--- config.mk ---
export PLATFORM = sky130hd
export DESIGN_NAME = keepalive_ping_monitor
export DESIGN_NICKNAME = d
export VERILOG_FILES = /design/src/kpm_pkg.sv /design/src/kpm_cfg.sv /design/src/kpm_in_stage.sv /design/src/kpm_core.sv /design/src/keepalive_ping_monitor.sv
export VERILOG_INCLUDE_DIRS = /design/src /design/src/src
export SDC_FILE = /design/constraint.sdc
export NUM_CORES = 1
export LEC_CHECK = 0
export BUFFER_PORTS_ARGS = -buffer_cell sky130_fd_sc_hd__buf_4
export CAP_MARGIN = 20
export CELL_PAD_IN_SITES_DETAIL_PLACEMENT = 0
export CELL_PAD_IN_SITES_GLOBAL_PLACEMENT = 1
export CORE_AREA = 5 5 184 186
export DETAILED_ROUTE_END_ITERATION = 12
export DIE_AREA = 0 0 189 191
export PLACE_DENSITY_LB_ADDON = 0.1
export SYNTH_ARGS = -nofsm -noshare
export SYNTH_HDL_FRONTEND = slang
export SYNTH_SLANG_ARGS = --single-unit
--- constraint.sdc ---
create_clock -name clk -period 7.6 [get_ports clk]
set_input_delay 2.28 -clock clk [delete_from_list [all_inputs] [get_ports clk]]
set_output_delay 2.28 -clock clk [all_outputs]
set_load 0.01 [all_outputs]
--- src/keepalive_ping_monitor_defines.svh ---
// ----------------------------------------------------------------------------
// keepalive_ping_monitor_defines
// Assertion macros used by the keepalive monitor core RTL.
// ----------------------------------------------------------------------------
`ifndef KEEPALIVE_PING_MONITOR_DEFINES_SVH
`define KEEPALIVE_PING_MONITOR_DEFINES_SVH

// same-cycle implication, clocked on clk, off during reset
`define KPM_ASSERT_IMP(lbl, ante, cons) \
    lbl: assert property (@(posedge clk) disable iff (!rst_n) (ante) |-> (cons)) \
        else $error("keepalive monitor check failed");

// next-cycle implication, clocked on clk, off during reset
`define KPM_ASSERT_NXT(lbl, ante, cons) \
    lbl: assert property (@(posedge clk) disable iff (!rst_n) (ante) |=> (cons)) \
        else $error("keepalive monitor check failed");

`endif

--- src/kpm_pkg.sv ---
// ----------------------------------------------------------------------------
// kpm_pkg
// Types, codes and reset values of the keepalive ping monitor.
// ----------------------------------------------------------------------------
package kpm_pkg;

    localparam int CfgIndexW = 3;
    localparam int CfgDataW  = 32;

    typedef enum logic [2:0] {
        REQ_TICK  = 3'd0,
        REQ_CHECK = 3'd1,
        REQ_MSG   = 3'd2,
        REQ_START = 3'd3,
        REQ_STOP  = 3'd4
    } req_code_t;

    typedef enum logic [1:0] {
        ACT_NONE = 2'd0,
        ACT_PING = 2'd1,
        ACT_PONG = 2'd2,
        ACT_DEAD = 2'd3
    } action_t;

    typedef enum logic [CfgIndexW-1:0] {
        CFG_INTERVAL = 3'd0,
        CFG_MAX_MISS = 3'd1,
        CFG_PROGRAM  = 3'd2,
        CFG_VERSION  = 3'd3,
        CFG_PLAIN    = 3'd4,
        CFG_PING     = 3'd5,
        CFG_PONG     = 3'd6
    } cfg_reg_t;

    localparam logic [15:0] IntervalRst = 16'd5;
    localparam logic [7:0]  MaxMissRst  = 8'd5;
    localparam logic [31:0] ProgramRst  = 32'd0;
    localparam logic [31:0] VersionRst  = 32'd1;
    localparam logic [7:0]  PlainRst    = 8'd0;
    localparam logic [31:0] PingRst     = 32'd1;
    localparam logic [31:0] PongRst     = 32'd2;
    localparam logic [15:0] SecMax      = 16'hFFFF;

    typedef struct packed {
        logic [2:0]  req_type;
        logic [31:0] hdr_program;
        logic [31:0] hdr_version;
        logic [7:0]  hdr_kind;
        logic [31:0] hdr_procedure;
    } in_item_t;

    typedef struct packed {
        logic [1:0]  action;
        logic        is_keepalive;
        logic        remaining_valid;
        logic [15:0] remaining_seconds;
    } out_item_t;

    typedef struct packed {
        logic [15:0] interval_seconds;
        logic [7:0]  max_unanswered;
        logic [31:0] program_id;
        logic [31:0] protocol_version;
        logic [7:0]  plain_message_type;
        logic [31:0] ping_code;
        logic [31:0] pong_code;
        logic        budget_load;
    } cfg_bus_t;

endpackage

--- src/kpm_cfg.sv ---
// ----------------------------------------------------------------------------
// kpm_cfg
// Configuration register file; flags writes of the miss budget.
// ----------------------------------------------------------------------------
module kpm_cfg (
    input  logic                          clk,
    input  logic                          rst_n,
    input  logic                          cfg_valid,
    output logic                          cfg_ready,
    input  logic [kpm_pkg::CfgIndexW-1:0] cfg_index,
    input  logic [kpm_pkg::CfgDataW-1:0]  cfg_data,
    output kpm_pkg::cfg_bus_t             cfg
);

    logic [15:0] interval_reg;
    logic [7:0]  max_miss_reg;
    logic [31:0] program_reg;
    logic [31:0] version_reg;
    logic [7:0]  plain_reg;
    logic [31:0] ping_reg;
    logic [31:0] pong_reg;
    logic        budget_load_reg;

    assign cfg_ready = 1'b1;

    always_ff @(posedge clk or negedge rst_n)
    begin
        if (!rst_n)
        begin
            interval_reg    <= kpm_pkg::IntervalRst;
            max_miss_reg    <= kpm_pkg::MaxMissRst;
            program_reg     <= kpm_pkg::ProgramRst;
            version_reg     <= kpm_pkg::VersionRst;
            plain_reg       <= kpm_pkg::PlainRst;
            ping_reg        <= kpm_pkg::PingRst;
            pong_reg        <= kpm_pkg::PongRst;
            budget_load_reg <= 1'b0;
        end
        else
        begin
            budget_load_reg <= 1'b0;
            if (cfg_valid)
            begin
                unique case (cfg_index)
                    kpm_pkg::CFG_INTERVAL: interval_reg <= cfg_data[15:0];
                    kpm_pkg::CFG_MAX_MISS:
                    begin
                        max_miss_reg    <= cfg_data[7:0];
                        budget_load_reg <= 1'b1;
                    end
                    kpm_pkg::CFG_PROGRAM: program_reg <= cfg_data;
                    kpm_pkg::CFG_VERSION: version_reg <= cfg_data;
                    kpm_pkg::CFG_PLAIN:   plain_reg   <= cfg_data[7:0];
                    kpm_pkg::CFG_PING:    ping_reg    <= cfg_data;
                    kpm_pkg::CFG_PONG:    pong_reg    <= cfg_data;
                    default: ;
                endcase
            end
        end
    end

    always_comb
    begin
        cfg.interval_seconds   = interval_reg;
        cfg.max_unanswered     = max_miss_reg;
        cfg.program_id         = program_reg;
        cfg.protocol_version   = version_reg;
        cfg.plain_message_type = plain_reg;
        cfg.ping_code          = ping_reg;
        cfg.pong_code          = pong_reg;
        cfg.budget_load        = budget_load_reg;
    end

endmodule

--- src/kpm_in_stage.sv ---
// ----------------------------------------------------------------------------
// kpm_in_stage
// Input register: captures one event per cycle and holds it under stall.
// ----------------------------------------------------------------------------
module kpm_in_stage (
    input  logic              clk,
    input  logic              rst_n,
    input  logic              in_valid,
    output logic              in_stall,
    input  kpm_pkg::in_item_t in_data,
    output logic              item_valid,
    input  logic              item_stall,
    output kpm_pkg::in_item_t item
);

    logic              valid_reg;
    logic              valid_next;
    kpm_pkg::in_item_t item_reg;
    logic              accept;

    assign in_stall = valid_reg && item_stall;
    assign accept   = in_valid && !in_stall;

    always_comb
    begin
        valid_next = valid_reg;
        if (accept)
            valid_next = 1'b1;
        else if (!item_stall)
            valid_next = 1'b0;
    end

    always_ff @(posedge clk or negedge rst_n)
    begin
        if (!rst_n)
            valid_reg <= 1'b0;
        else
            valid_reg <= valid_next;
    end

    always_ff @(posedge clk)
    begin
        if (accept)
            item_reg <= in_data;
    end

    assign item_valid = valid_reg;
    assign item       = item_reg;

endmodule

--- src/kpm_core.sv ---
// ----------------------------------------------------------------------------
// kpm_core
// Watchdog state, per-event update and the result register.
// ----------------------------------------------------------------------------
`include "keepalive_ping_monitor_defines.svh"

module kpm_core (
    input  logic               clk,
    input  logic               rst_n,
    input  kpm_pkg::cfg_bus_t  cfg,
    input  logic               item_valid,
    output logic               item_stall,
    input  kpm_pkg::in_item_t  item,
    output logic               out_valid,
    input  logic               out_stall,
    output kpm_pkg::out_item_t out_data
);

    logic [15:0] elapsed_reg, elapsed_next;
    logic [15:0] idle_reg, idle_next;
    logic [7:0]  tries_reg, tries_next;
    logic        armed_reg, armed_next;
    logic        running_reg, running_next;
    logic        valid_reg, valid_next;
    kpm_pkg::out_item_t result_reg, result_next;

    logic        load;
    logic [15:0] el_base;
    logic        expired;
    logic        do_eval;
    logic        hdr_match;
    logic [1:0]  action;

    assign item_stall = valid_reg && out_stall;
    assign load       = item_valid && !item_stall;

    always_comb
    begin
        elapsed_next = elapsed_reg;
        idle_next    = idle_reg;
        tries_next   = tries_reg;
        armed_next   = armed_reg;
        running_next = running_reg;
        action       = kpm_pkg::ACT_NONE;
        do_eval      = 1'b0;
        el_base      = elapsed_reg;
        hdr_match    = (item.hdr_program == cfg.program_id)
                    && (item.hdr_version == cfg.protocol_version)
                    && (item.hdr_kind == cfg.plain_message_type);

        case (item.req_type)
            kpm_pkg::REQ_TICK:
            begin
                if (idle_reg != kpm_pkg::SecMax)
                    idle_next = idle_reg + 16'd1;
                if (armed_reg && elapsed_reg != kpm_pkg::SecMax)
                    el_base = elapsed_reg + 16'd1;
                elapsed_next = el_base;
                do_eval      = running_reg;
            end
            kpm_pkg::REQ_CHECK: do_eval = 1'b1;
            kpm_pkg::REQ_MSG:
            begin
                tries_next   = cfg.max_unanswered;
                idle_next    = '0;
                elapsed_next = '0;
                armed_next   = 1'b1;
                if (hdr_match && item.hdr_procedure == cfg.ping_code)
                    action = kpm_pkg::ACT_PONG;
            end
            kpm_pkg::REQ_START:
            begin
                if (!running_reg && cfg.interval_seconds != '0)
                begin
                    elapsed_next = (idle_reg < cfg.interval_seconds) ?
                                   idle_reg : cfg.interval_seconds;
                    armed_next   = 1'b1;
                    running_next = 1'b1;
                end
            end
            kpm_pkg::REQ_STOP: running_next = 1'b0;
            default: ;
        endcase

        expired = do_eval && armed_reg && cfg.interval_seconds != '0
               && el_base >= cfg.interval_seconds;
        if (expired)
        begin
            if (tries_reg == '0)
                action = kpm_pkg::ACT_DEAD;
            else
            begin
                action       = kpm_pkg::ACT_PING;
                tries_next   = tries_reg - 8'd1;
                elapsed_next = '0;
            end
        end

        result_next.action            = action;
        result_next.is_keepalive      = (item.req_type == kpm_pkg::REQ_MSG) && hdr_match;
        result_next.remaining_valid   = armed_next && cfg.interval_seconds != '0;
        result_next.remaining_seconds = '0;
        if (result_next.remaining_valid && elapsed_next < cfg.interval_seconds)
            result_next.remaining_seconds = cfg.interval_seconds - elapsed_next;

        valid_next = valid_reg;
        if (load)
            valid_next = 1'b1;
        else if (!out_stall)
            valid_next = 1'b0;
    end

    always_ff @(posedge clk or negedge rst_n)
    begin
        if (!rst_n)
        begin
            elapsed_reg <= '0;
            idle_reg    <= kpm_pkg::SecMax;
            tries_reg   <= kpm_pkg::MaxMissRst;
            armed_reg   <= 1'b0;
            running_reg <= 1'b0;
            valid_reg   <= 1'b0;
        end
        else
        begin
            valid_reg <= valid_next;
            if (load)
            begin
                elapsed_reg <= elapsed_next;
                idle_reg    <= idle_next;
                tries_reg   <= tries_next;
                armed_reg   <= armed_next;
                running_reg <= running_next;
            end
            else if (cfg.budget_load)
            begin
                // a budget write refills the miss count when no event loads
                tries_reg <= cfg.max_unanswered;
            end
        end
    end

    always_ff @(posedge clk)
    begin
        if (load)
            result_reg <= result_next;
    end

    assign out_valid = valid_reg;
    assign out_data  = result_reg;

    `KPM_ASSERT_IMP(a_run_armed, running_reg, armed_reg)
    `KPM_ASSERT_IMP(a_budget_cap, !cfg.budget_load, tries_reg <= cfg.max_unanswered)
    `KPM_ASSERT_NXT(a_ping_clears, load && action == kpm_pkg::ACT_PING, elapsed_reg == '0)
    `KPM_ASSERT_IMP(a_remain_valid, valid_reg && result_reg.remaining_seconds != '0,
                    result_reg.remaining_valid)

endmodule

--- src/keepalive_ping_monitor.sv ---
// ----------------------------------------------------------------------------
// keepalive_ping_monitor
// Event-driven keepalive watchdog with ping, pong and miss budget.
// ----------------------------------------------------------------------------
// Usage:
//   in channel  : one event per transfer (tick, check, message header,
//                 start, stop), in_valid / in_stall.
//   out channel : exactly one result per event, in order, out_valid /
//                 out_stall: action, keepalive flag and seconds remaining.
//   cfg channel : register writes by index, cfg_valid / cfg_ready; ready
//                 is always high. Write only while no event is in flight.
// An event passes through the input register, then through the update logic
// into the result register. Throughput is one event per cycle while
// out_stall is low, set by the state update between those two
// registers.
// Reset clears both stages, loads the register defaults and puts the
// watchdog disarmed with the idle counter saturated.
// When out_stall holds the result, the input register still takes one more
// event; after that in_stall rises until the result moves.
// ----------------------------------------------------------------------------
module keepalive_ping_monitor (
    input  logic                          clk,
    input  logic                          rst_n,
    input  logic                          in_valid,
    output logic                          in_stall,
    input  kpm_pkg::in_item_t             in_data,
    output logic                          out_valid,
    input  logic                          out_stall,
    output kpm_pkg::out_item_t            out_data,
    input  logic                          cfg_valid,
    output logic                          cfg_ready,
    input  logic [kpm_pkg::CfgIndexW-1:0] cfg_index,
    input  logic [kpm_pkg::CfgDataW-1:0]  cfg_data
);

    kpm_pkg::cfg_bus_t cfg;
    kpm_pkg::in_item_t item;
    logic              item_valid;
    logic              item_stall;

    kpm_cfg u_cfg (
        .clk       (clk),
        .rst_n     (rst_n),
        .cfg_valid (cfg_valid),
        .cfg_ready (cfg_ready),
        .cfg_index (cfg_index),
        .cfg_data  (cfg_data),
        .cfg       (cfg)
    );

    kpm_in_stage u_in (
        .clk        (clk),
        .rst_n      (rst_n),
        .in_valid   (in_valid),
        .in_stall   (in_stall),
        .in_data    (in_data),
        .item_valid (item_valid),
        .item_stall (item_stall),
        .item       (item)
    );

    kpm_core u_core (
        .clk        (clk),
        .rst_n      (rst_n),
        .cfg        (cfg),
        .item_valid (item_valid),
        .item_stall (item_stall),
        .item       (item),
        .out_valid  (out_valid),
        .out_stall  (out_stall),
        .out_data   (out_data)
    );

endmodule

Word level (Yosys, flattened, before mapping):

Index checks and enable logic that the tools add are counted.

* logic and storage cells: 111
* output and inout bits: 23
* bits of input ports: 147
* register bits: 300

* magnitude comparators: 3
* $add $sub $neg: 4
* reduce and logical (&&, ||, !) cells: 33
* equal/unequal tests: 19
* mux-type cells: 29

Operators by type and width (count)
* 2-to-1 mux 16 bit: 7
* == test 32 bit: 3
* one-hot mux 16 bit (3 select lines): 1
* 2-to-1 mux 8 bit: 5
* adder 16 x 1 -> 16 bit, second input constant: 2
* < comparator 16 bit: 2
* != test 16 bit, second input constant: 2
* one-hot mux 16 bit (2 select lines): 1
* greater-or-equal comparator 16 bit: 1
* nonzero test 16 bit: 1
* subtractor 16 bit: 1
* logical AND 1 bit: 15
* == test 3 x 2 -> 1 bit, second input constant: 4
* AND reduction 2 bit: 6
* == test 3 bit, second input constant: 3
* == test 8 bit: 1
* logical NOT 8 bit: 1
* 2-to-1 mux 1 bit: 8
* 2-to-1 mux 2 bit: 4
* subtractor 8 x 1 -> 8 bit, second input constant: 1
* == test 3 x 1 -> 1 bit, second input constant: 2
* logical NOT 3 bit: 2
* != test 2 x 1 -> 1 bit, second input constant: 3
* one-hot mux 1 bit (2 select lines): 3
* 4 further kinds: 9

Longest topological paths before layout:

Gate-level depths: netlist (run 1).

* word-level depth: 9
* mapped depth: 28
* gate-level depth less buffers: 23

Modules after synthesis:

Synthesis (run 1) repeated with hierarchy kept, for this count alone.

* cells, all modules: 1303
* area, all modules: 16220.6 sq um

By module, submodules not included
* kpm_core: cells each 841, seq. area each 1699.1 sq um, area each 6861.6 sq um, instances 1
* kpm_cfg: cells each 351, seq. area each 4037.6 sq um, area each 6095.8 sq um, instances 1
* kpm_in_stage: cells each 111, seq. area each 3238.1 sq um, area each 3263.1 sq um, instances 1

Least setup slack after synthesis (run 1):

Ideal clock, no wire load.

* kind: reg2reg
* start: register u_in.item_reg, in the netlist u_in.item[105]
* end: register u_core.result_reg, in the netlist u_core.out_data[2] (data pin)
* cell stages (with the launch flop): 25
* clock period less this slack: 5.518 ns
* slack: 2.082 ns
* buffers on the path: 4
* required time: 7.339 ns
* setup time: 0.261 ns
* arrival time: 5.257 ns
* path through: edfxtp_1 nor3_2 o211a_1 nand3_1 or2_0 clkbuf_1 xnor2_1 ha_1 and4_1 a221o_1 o21bai_1 o211ai_2 buf_2 nand2_2 clkbuf_1 o21ai_0 ha_1 nor2b_1 o31a_1 o31a_1 o2111ai_2 a31oi_1 o31ai_4 buf_6 nor3_1

* word-level cells in the longest chain between the ends: 8
* elaborated cells between the ends (all ways): 18
* those cells by class: add/sub (1); order compare (2); eq/ne (3); mux (6); reduce/logical (6)

Ends and longest elaborated chain
* start, declared: RTL line kpm_in_stage.sv:18 `kpm_pkg::in_item_t item_reg;`
* start signal, assigned: RTL line kpm_in_stage.sv:44 `item_reg <= in_data;`
* branches (longest 8 deep; another with greater-or-equal comparator 16 bit)
* end signal, assigned: RTL line kpm_core.sv:146 `result_reg <= result_next;`
* end, declared: RTL line kpm_core.sv:25 `kpm_pkg::out_item_t result_reg, result_next;`

Parallel ways; which one is timed is not known.
A chain may end at the register's enable or synchronous reset.

Final worst setup path (run 1):

* start: register u_core.elapsed_reg[0]
* end: register u_core.result_reg, in the netlist u_core.out_data[14] (data pin)

* word-level cells in the longest chain between the ends: 9
* elaborated cells between the ends (all ways): 14
* those cells by class: add/sub (2); order compare (2); eq/ne (1); mux (6); reduce/logical (3)

Ends and longest elaborated chain
* start, declared: RTL line kpm_core.sv:19 `logic [15:0] elapsed_reg, elapsed_next;`
* start signal, assigned: RTL line kpm_core.sv:129 `elapsed_reg <= elapsed_next;`
* branches (longest 6 deep; another with adder 16 x 1 -> 16 bit)
* 2-to-1 mux 16 bit *: RTL line kpm_core.sv:87 `if (expired)`
* < comparator 16 bit: RTL line kpm_core.sv:103 `if (result_next.remaining_valid && elapsed_next < cfg.interval_seconds)`
* logical AND 1 bit: RTL line kpm_core.sv:103

Mark *: on every way between the ends.

==> results of run 1 <==
==> power by group through the flow <==
stage | Sequential (mW) | Clock (mW) | Combinational, mW
after floorplan | 2.22 | 0 | 1.19
after global placement | 2.33 | 0 | 1.61
after detailed placement | 2.34 | 0 | 1.63
after CTS | 2.31 | 1.62 | 1.64
after global routing | 2.35 | 1.69 | 1.80
final | 2.31 | 1.59 | 1.63
==> layout by cell type, fill, tap and decap left out, types with 18 or more instances in the layout <==
cell,count
edfxtp_1,127
nor3_1,24
inv_1,35
dfrtp_1,149
nand3_1,34
xnor2_1,89
mux2_2,112
xor2_1,47
nand4_1,41
clkbuf_16,34
nor2_1,55
ha_1,51
a21oi_1,38
nand2_1,64
a31oi_1,25
dfstp_2,24
nor4_1,18
buf_4,187
o21ai_0,78
==> worst min path at each step <==
stage / cells past startpoint / slack [ps] / startpoint / end
2_1_floorplan: 1 / 440 / u_in.item_valid / u_core.out_valid
3_3_place_gp: 1 / 450 / u_in.item_valid / u_core.out_valid
3_5_place_dp: 1 / 470 / u_in.item_valid / u_core.out_valid
4_1_cts: 1 / 490 / u_in.item_valid / u_core.out_valid
5_1_grt: 1 / 520 / u_in.item_valid / u_core.out_valid
6_report: 1 / 480 / u_in.item_valid / u_core.out_valid
==> layout make-up <==
cell class / count / area, um2 / share of cell area, %
Timing Repair Buffer: 188 / 1420 / 7.90
Clock inverter: 17 / 156 / 0.873
Tap cell: 408 / 510 / 2.85
Multi-Input combinational cell: 882 / 6610 / 36.9
Sequential cell: 300 / 8170 / 45.6
Clock buffer: 45 / 922 / 5.15
Inverter: 36 / 135 / 0.754
==> routing by layer <==
metal  up-vias  routed length [um]  track usage [%]
met1      5415               18600             31.9
met4         0                1460             7.54
met3        79                2470             4.55
li1       5090                   -                -
met2       348               20400             39.0
met5         -                   0                0
==> metrics by stage <==
stage | total power, mW | hold slack (ps) | utilization [%] | cell area (um2)
2_1_floorplan | 3.41 | 441 | - | 15200
3_3_place_gp | 3.94 | 447 | 52.4 | 16800
3_5_place_dp | 3.96 | 466 | 52.4 | 16800
4_1_cts | 5.57 | 486 | 55.8 | 17900
5_1_grt | 5.84 | 525 | 55.8 | 17900
6_report | 5.53 | 482 | 55.8 | 17900
==> critical path: cells and delay by family, from the launching register on <==
kind                       cells  cell delay [ps]
xor gates and xnor gates       1              190
adders and majority gates      3              990
DFF                            1              470
and+or+nand+nor                7             1640
AOI/OAI and AO/OA             10             2670
==> logic make-up (layout without fill, tap and decap cells) <==
kind of cell    Yosys count  after routing  share of synthesized area (%)
other cells               1              1                         0.0247
xor+xnor                136            136                           7.86
fa+ha+maj                52             52                           4.34
mux                     116            116                           8.58
compound gates          271            271                           12.0
simple gates            306            306                           10.6
flops                   300            300                           53.9
buf+inv                  94            286                           2.60
==> flow_summary.yaml, run 1 <==
floorplanning:
  start_util_pct: 47.2
  die-height_um: 191
  die_w_um: 189
  die_area_um2: 36100
  rows: 66
  coreArea_um2: 32100
  io_pins: 170
setup_path:
  cp-startpoint: "u_core.elapsed_reg[0]"
  critical_path.max_fanout: 19
  critPathSlowestCell: "o31ai_4"
  crit_type: "register to register"
  critPathMaxStageDelay_ps: 590
  startpoint_type: "register"
  cp-end-kind: "register"
  r2r-start: "u_core.elapsed_reg[0]"
  critPathRequiredTime_ps: 7840
  r2r_cells: 21
  reg2reg_to: "u_core.out_data[14]"
  crit_path_end: "u_core.out_data[14]"
  crit_arrival_ps: 6490
  r2r_slack_ps: 1350
  crit_chain: "ha_1 > nand3_1 > o211a_1 > nand3_1 > or2_0 > xnor2_1 > ha_1 > and4_1 > a221o_1 > o21bai_1 > o211ai_2 > nand2_2 > o21ai_0 > ha_1 > nor2b_1 > o31a_1 > o31a_1 > o2111ai_2 > a31oi_1 > o31ai_4 > nor3_1"
  crit_top_cell: "ha_1"
global_routing:
  grt_pass1_wl_um: 66200
  grt-ovfl-total: 0
  gr-usage-all-layers_pct: 23.7
  antenna_found_initial: 0
  grt_max_degree: 74
  grt_pass1_vias: 11300
pwr:
  irDropWorstVdd_uv: 182
  p_per_area_nw_per_um2: 308
  switching_share_pct: 33.4
  sequentialPowerShare_pct: 41.9
  p_int_mw: 3.68
  switching_power_mw: 1.84
  p_clk_share_pct: 28.7
  p_leak_nw: 7.15
  combPwrFrac_pct: 29.5
clock_network:
  holdBufCountCts: 0
  cts-root-buf: "clkbuf_16"
  clock_path_buffers: 3
  clock_latency_ps: 530
  cts_tree: "yes"
  post_cts.repair.setup_buffers: 0
  cts_resized: 0
  cts-buffers-inserted: 34
  cts_max_level: 2
  clk_pin_slew_worst_paths_ps: 60
  cts_sinks: 300
yosys:
  synth_area_um2: 15200
  ys_warn_count: 0
  yosysSeqAreaShare_pct: 53.9
  ys_ff_latch: 300
  synthDominantAreaCellType: "edfxtp_1"
  async_reset_ff_share_pct: 57.7
  avgSynthCellArea_um2: 11.9
  synth_common_cells: "dfrtp_1, edfxtp_1, mux2_2"
  synth_edf_count: 127
  ys_types: 80
  ys.flop_type: "dfrtp_1"
  yosys-top-cells-area: "edfxtp_1, dfrtp_1, mux2_2"
  post_synth_inst_count: 1276
  synth_fp_nets: 1475
  yosys.cell_count.top_type: "dfrtp_1"
  synth_top_area_share_pct: 25.2
sta:
  post-route-period-util_pct: 82.3
  timing.clock.skew_ps: 22.7
  relSlewSlack_pct: 31.0
  min_period_ps: 6250
  clock.fmax_mhz: 160
  finalSetupViolCount: 0
  hold_violations: 0
  rsz0062_at_grt: "no"
  tightest_slew_ps: 1030
  setup_ws_ps: 1350
  maxSlewViolCount: 0
  fin_tns_setup_ps: 0
detailed_routing:
  firstDrtPassIters: 7
  antenna_left: 0
  drc: 0
  wl_um: 42900
  detail_route.vias_per_cell: 5.83
  wl_per_cell_um: 22.9
  vias: 10900
  initialDrtViolationCount: 727
final_layout:
  diodes: 0
  largest_reg_flops: 107
  nets: 1641
  drive_above_1_share_pct: 27.7
  area_growth_pct: 18.2
  stdcell_count: 1876
  nFillCells: 2716
status:
  outcome: "finished, final reports clean"
place:
  pre_cts_slack_ps: 1420
  port_buffers: 168
  dp_hpwl_um: 31100
  routabilityCongestion: 0.891
  placed_cells: 1813
job:
  maxCapViolations: 0
hold_path:
  hold_class: "register to register"
No activity file was read; power rests on OpenSTA's default activity.
==> run 2: changes to the inputs <==
- ABC_AREA: unset -> 1
- CORE_AREA: 5 5 184 186 -> 5 5 200 202
- DIE_AREA: 0 0 189 191 -> 0 0 205 207
- clock period: 7.6 -> 5.1 ns (I/O delays scaled with it)
==> flow_summary.yaml, run 2 <==
yosys:
  ys_warn_count: 0
  synth_xor_xnor_area_share_pct: 5.71
  muxShareOfSynthArea_pct: 0
  synth_common_cells: "nand2_1, o21ai_0, inv_1"
  async_reset_ff_share_pct: 57.7
  synth_edf_count: 127
  ys_types: 52
  ys_ff_latch: 300
  yosys.area_share.simple_pct: 19.5
  ys.flop_type: "dfrtp_1"
  yosys.cell_count.top_type: "nand2_1"
  synth_top_area_share_pct: 24.9
  synth_fp_nets: 1898
  synthDominantAreaCellType: "edfxtp_1"
  post_synth_inst_count: 1699
  yosys-top-cells-area: "edfxtp_1, dfrtp_1, nand2_1"
  synth_top_family_by_area: "simple AND/OR/NAND/NOR gates"
  yosysSeqAreaShare_pct: 53.3
  avgSynthCellArea_um2: 9.03
  synth_compound_area_share_pct: 11.5
  synth_area_um2: 15300
  synth_adder_area_share_pct: 4.29
floorplanning:
  rows: 72
  die-height_um: 207
  coreArea_um2: 38100
  io_pins: 170
  start_util_pct: 40.3
  die_w_um: 205
  die_area_um2: 42400
setup_path:
  critPathMaxStageDelay_ps: 380
  startpoint_type: "register"
  critical_path.max_fanout: 18
  crit_type: "register to register"
  critPathSlowestCell: "dfrtp_1"
  crit_top_cell: "nand2_1"
  crit_arrival_ps: 5160
  cp-end-kind: "register"
  critPathRequiredTime_ps: 5480
final_layout:
  utilization_pct: 50.2
  nets: 2126
  layout_common_cells: "nand2_1, buf_4, o21ai_0"
  area_growth_pct: 24.6
  largest_reg_flops: 107
  layout_commonest_cell: "nand2_1"
  drive_above_1_share_pct: 20.7
  nFillCells: 3651
  diodes: 0
global_routing:
  gr-usage-all-layers_pct: 22.3
  antenna_found_initial: 0
  grt-ovfl-total: 0
  grt_pass1_vias: 12600
  grt_pass1_wl_um: 73300
  grt_max_degree: 79
detailed_routing:
  drc: 0
  wl_met3_um: 1980
  vias: 12400
  firstDrtPassIters: 6
  dr.max_layer_used: "met4"
  antenna_left: 0
  wl_per_cell_um: 19.2
  wl_met2_um: 23700
  initialDrtViolationCount: 758
  detail_route.vias_per_cell: 5.03
  wl_um: 47400
  met1_length_um: 20100
place:
  pre_cts_slack_ps: -19.6
  dp_hpwl_um: 35400
  routabilityCongestion: 0.913
  port_buffers: 168
clock_network:
  cts_sinks: 300
  cts_max_level: 2
  cts-buffers-inserted: 36
  clock_path_buffers: 3
  cts_tree: "yes"
  clk_pin_slew_worst_paths_ps: 60
  cts-root-buf: "clkbuf_16"
  clock_latency_ps: 550
pwr:
  p_leak_nw: 8.80
  irDropWorstVdd_uv: 386
  power_mw: 9.28
  p_per_area_nw_per_um2: 486
job:
  maxCapViolations: 0
sta:
  relSlewSlack_pct: 32.5
  tightest_slew_ps: 1010
  clock.fmax_mhz: 209
  min_period_ps: 4790
  post-route-period-util_pct: 93.8
  maxSlewViolCount: 0
  hold_violations: 0
  finalSetupViolCount: 0
  setup_ws_ps: 314
  fin_tns_setup_ps: 0
  timing.clock.skew_ps: 27.5
  holdWs_ps: 488
status:
  outcome: "finished, final reports clean"
hold_path:
  hold_class: "register to register"
[run 2: stage by stage]
stage               cells  instance area (um2)
floorplan            1699                15300
global placement     2397                17500
detailed placement   2397                17500
CTS                  2464                18900
global route         2473                19100
finish               2473                19100
[run 2: worst paths after layout]
check	start	to	slack [ps]	cells after the start
min in group asynchronous	rst_n	u_core.elapsed_reg[15]	1000	1
worst min register to register	u_cfg.program_reg[20]	u_cfg.program_reg[20]	490	2
max in group asynchronous	rst_n	u_cfg.max_miss_reg[2]	3150	2
worst max register to register	u_core.elapsed_reg[1]	u_core.out_data[6]	310	35
worst min-delay path	u_cfg.program_reg[20]	u_cfg.program_reg[20]	490	2
worst max-delay path	u_core.elapsed_reg[1]	u_core.out_data[6]	310	35
[run 2: layout make-up]
cell class / count / area, um2 / share of cell area, %
Clock buffer: 50 / 1060 / 5.53
Sequential cell: 300 / 8170 / 42.8
Tap cell: 518 / 648 / 3.39
Timing Repair Buffer: 240 / 1860 / 9.71
Multi-Input combinational cell: 1172 / 6480 / 33.9
Clock inverter: 16 / 234 / 1.22
Inverter: 177 / 667 / 3.49
[run 2: routing by layer]
layer	global-route usage [%]	up-vias
met2	38.6	304
li1	-	6129
met5	0	-
met3	3.07	81
met1	28.6	5932
met4	8.11	0
[run 2: cell families after synthesis]
| kind of cell | after synthesis |
|---|---|
| AO/OA/AOI/OAI | 323 |
| XOR/XNOR | 100 |
| adder cells (fa/ha/maj) | 52 |
| buffers and inverters | 227 |
| flip-flops | 300 |
| other | 1 |
| AND/OR/NAND/NOR | 696 |
[run 2: critical path, delay by kind of cell, from the launching register on]
kind	cells	cell delay, ps
buffers and inverters	6	750
DFF	1	380
AOI/OAI and AO/OA	7	960
adders and majority gates	3	780
and+or+nand+nor	19	1740
[run 2: what timing repair did]
| action | 4_1_cts | 5_1_grt |
|---|---|---|
| setup endpoints to repair | 12 | 16 |
| cloned | 0 | 0 |
| pin swaps | 1 | 18 |
| hold buffers | 0 | 0 |
| setup buffers | 1 | 8 |
| gates resized for setup | 5 | 35 |
[run 2: power by group]
group | leakage [nW] | total (mW) | internal, mW | switching, mW
combinational | 4.83 | 3.08 | 1.25 | 1.83
sequential | 3.34 | 3.43 | 3.05 | 0.379
clock | 0.634 | 2.78 | 1.72 | 1.06
total | 8.80 | 9.28 | 6.01 | 3.27
==> run 3: changes to the inputs <==
- ABC_AREA: 1 -> unset
- BUFFER_PORTS_ARGS: -buffer_cell sky130_fd_sc_hd__buf_4 -> unset
- CORE_AREA: 5 5 200 202 -> 5 5 186 188
- DIE_AREA: 0 0 205 207 -> 0 0 191 193
- DONT_BUFFER_PORTS: unset -> 1
- RECOVER_POWER: unset -> 50
==> flow_summary.yaml, run 3 (synthesis gave the netlist of run 1 again) <==
detailed_routing:
  detail_route.vias_per_cell: 5.75
  wl_um: 43300
  firstDrtPassIters: 6
  antenna_left: 0
  vias: 10600
  drc: 0
  initialDrtViolationCount: 599
  wl_per_cell_um: 23.6
global_routing:
  antenna_found_initial: 9
  grt-ovfl-total: 0
  gr-usage-all-layers_pct: 23.6
  grt_pass1_vias: 10800
  grt_max_degree: 174
  grt_pass1_wl_um: 65900
setup_path:
  critPathMaxStageDelay_ps: 450
  critical_path.max_fanout: 8
  critPathSlowestCell: "o41a_1"
  crit_cells: 24
  cp-end-kind: "register"
  crit_type: "register to register"
  crit_chain: "and4_4 > nand3_4 > buf_4 > o211a_1 > nand3_2 > or2_4 > xnor2_2 > ha_1 > and4_1 > a221o_1 > o21bai_1 > o211ai_2 > buf_6 > a21oi_1 > a211oi_1 > ha_1 > and3_4 > nand2_1 > buf_4 > o41a_1 > o31ai_4 > buf_6 > buf_12 > a211oi_2"
  r2r_cells: 24
  startpoint_type: "register"
  critPathRequiredTime_ps: 5380
  critical_path.top_delay_family: "compound AO/OA/AOI/OAI gates"
  path_buf_inv: 5
  crit_arrival_ps: 5320
final_layout:
  area_growth_pct: 16.7
  nFillCells: 2888
  largest_reg_flops: 107
  drive_above_1_share_pct: 26.0
  layout_common_cells: "dfrtp_1, edfxtp_1, mux2_2"
  layout_commonest_cell: "dfrtp_1"
  utilization_pct: 53.7
  stdcell_count: 1837
  nets: 1559
sta:
  min_period_ps: 5040
  rsz0062_at_grt: "yes"
  maxSlewViolCount: 43
  setup_ws_ps: 58.6
  clock.fmax_mhz: 198
  tightest_slew_ps: 2000
  fin_tns_setup_ps: 0
  post-route-period-util_pct: 98.9
  hold_violations: 0
  finalSetupViolCount: 0
  relSlewSlack_pct: -33.3
  timing.clock.skew_ps: 25.5
hold_path:
  hold_path_depth: 1
  hold_class: "register to register"
place:
  port_buffers: 0
  pre_cts_slack_ps: -70.5
  routabilityCongestion: 0.900
  placed_cells: 1769
  dp_hpwl_um: 31700
clock_network:
  cts-buffers-inserted: 34
  clk_pin_slew_worst_paths_ps: 70
  clock_latency_ps: 540
  cts-root-buf: "clkbuf_16"
  holdBufCountCts: 0
  cts_max_level: 2
  cts_tree: "yes"
  clock_path_buffers: 3
  cts_sinks: 300
status:
  violations: "max-capacitance violations, max-slew violations"
  outcome: "finished with violations"
floorplanning:
  rows: 67
  io_pins: 170
  die_w_um: 191
  die_area_um2: 36900
  start_util_pct: 46.0
  die-height_um: 193
  coreArea_um2: 32900
pwr:
  p_per_area_nw_per_um2: 498
  p_leak_nw: 6.84
  irDropWorstVdd_uv: 311
job:
  maxCapViolations: 2
## run 3: changes by cell type in the layout (fill, tap and decap cells not counted), sizes merged, moves of 18 or more
cell | before | now
nand2 | 452 | 65
inv | 182 | 39
buf | 240 | 104
o21ai | 203 | 79
mux2 | 0 | 112
xnor2 | 32 | 89
nand3 | 83 | 35
a21oi | 79 | 39
nor2 | 80 | 55
a31oi | 1 | 25
xor2 | 68 | 47
nand4 | 23 | 41
## run 3: timing repair
item / in CTS / in global routing
setup endpoints to repair: 16 / 16
cloned: 1 / 0
resized for setup: 10 / 33
endpoints found under the hold margin: 0 / 0
setup buffers: 1 / 1
pin swaps: 5 / 18
## run 3: worst paths after layout
path	from	end	slack, ps
setup / recovery	u_core.elapsed_reg[8]	u_core.out_data[4]	60
hold / removal	u_in.item_valid	u_core.out_valid	470
setup reg to reg	u_core.elapsed_reg[8]	u_core.out_data[4]	60
hold reg to reg	u_in.item_valid	u_core.out_valid	470
max in group asynchronous	rst_n	u_cfg.ping_reg[0]	4010
min in group asynchronous	rst_n	u_core.elapsed_reg[9]	700
## run 3: worst reg2reg max path, cell delays in order, from the launching register on
cell and delay, ps:
dfrtp_1 380, and4_4 220, nand3_4 90, buf_4 120
o211a_1 160, nand3_2 80, or2_4 280, xnor2_2 140
ha_1 280, and4_1 190, a221o_1 310, o21bai_1 180
o211ai_2 160, buf_6 180, a21oi_1 240, a211oi_1 100
ha_1 360, and3_4 210, nand2_1 80, buf_4 150
o41a_1 450, o31ai_4 80, buf_6 150, buf_12 120
a211oi_2 50
## run 3: through the flow
step | total power, mW | hold WS, ps | instance area (um2)
floorplan | 5.15 | 441 | 15300
global placement | 6.09 | 448 | 16400
detailed placement | 6.11 | 457 | 16400
CTS | 8.75 | 477 | 17600
global route | 9.30 | 507 | 17700
finish | 8.80 | 473 | 17700
## run 3: final cells by class
cell class / count / area [um2] / share of cell area (%)
flip-flops and latches: 300 / 8170 / 46.2
multi-input cells: 882 / 6800 / 38.4
clock buffers: 49 / 978 / 5.53
repair buffers: 106 / 845 / 4.78
well taps: 448 / 561 / 3.17
clock inverters: 13 / 188 / 1.06
inverters: 36 / 135 / 0.764
diodes: 3 / 7.51 / 0.0424
## run 3: routing by layer
metal	wire length [um]	global-route usage [%]
met1	17800	30.3
met2	21100	39.6
met3	3120	6.52
met4	1140	6.22
met5	96	0
## run 3: power by group
group	total [mW]	leakage [nW]	switching [mW]	internal, mW
sequential	3.39	3.25	0.371	3.02
combinational	2.88	3.03	1.45	1.42
clock	2.54	0.566	1.03	1.51
total	8.80	6.84	2.85	5.96
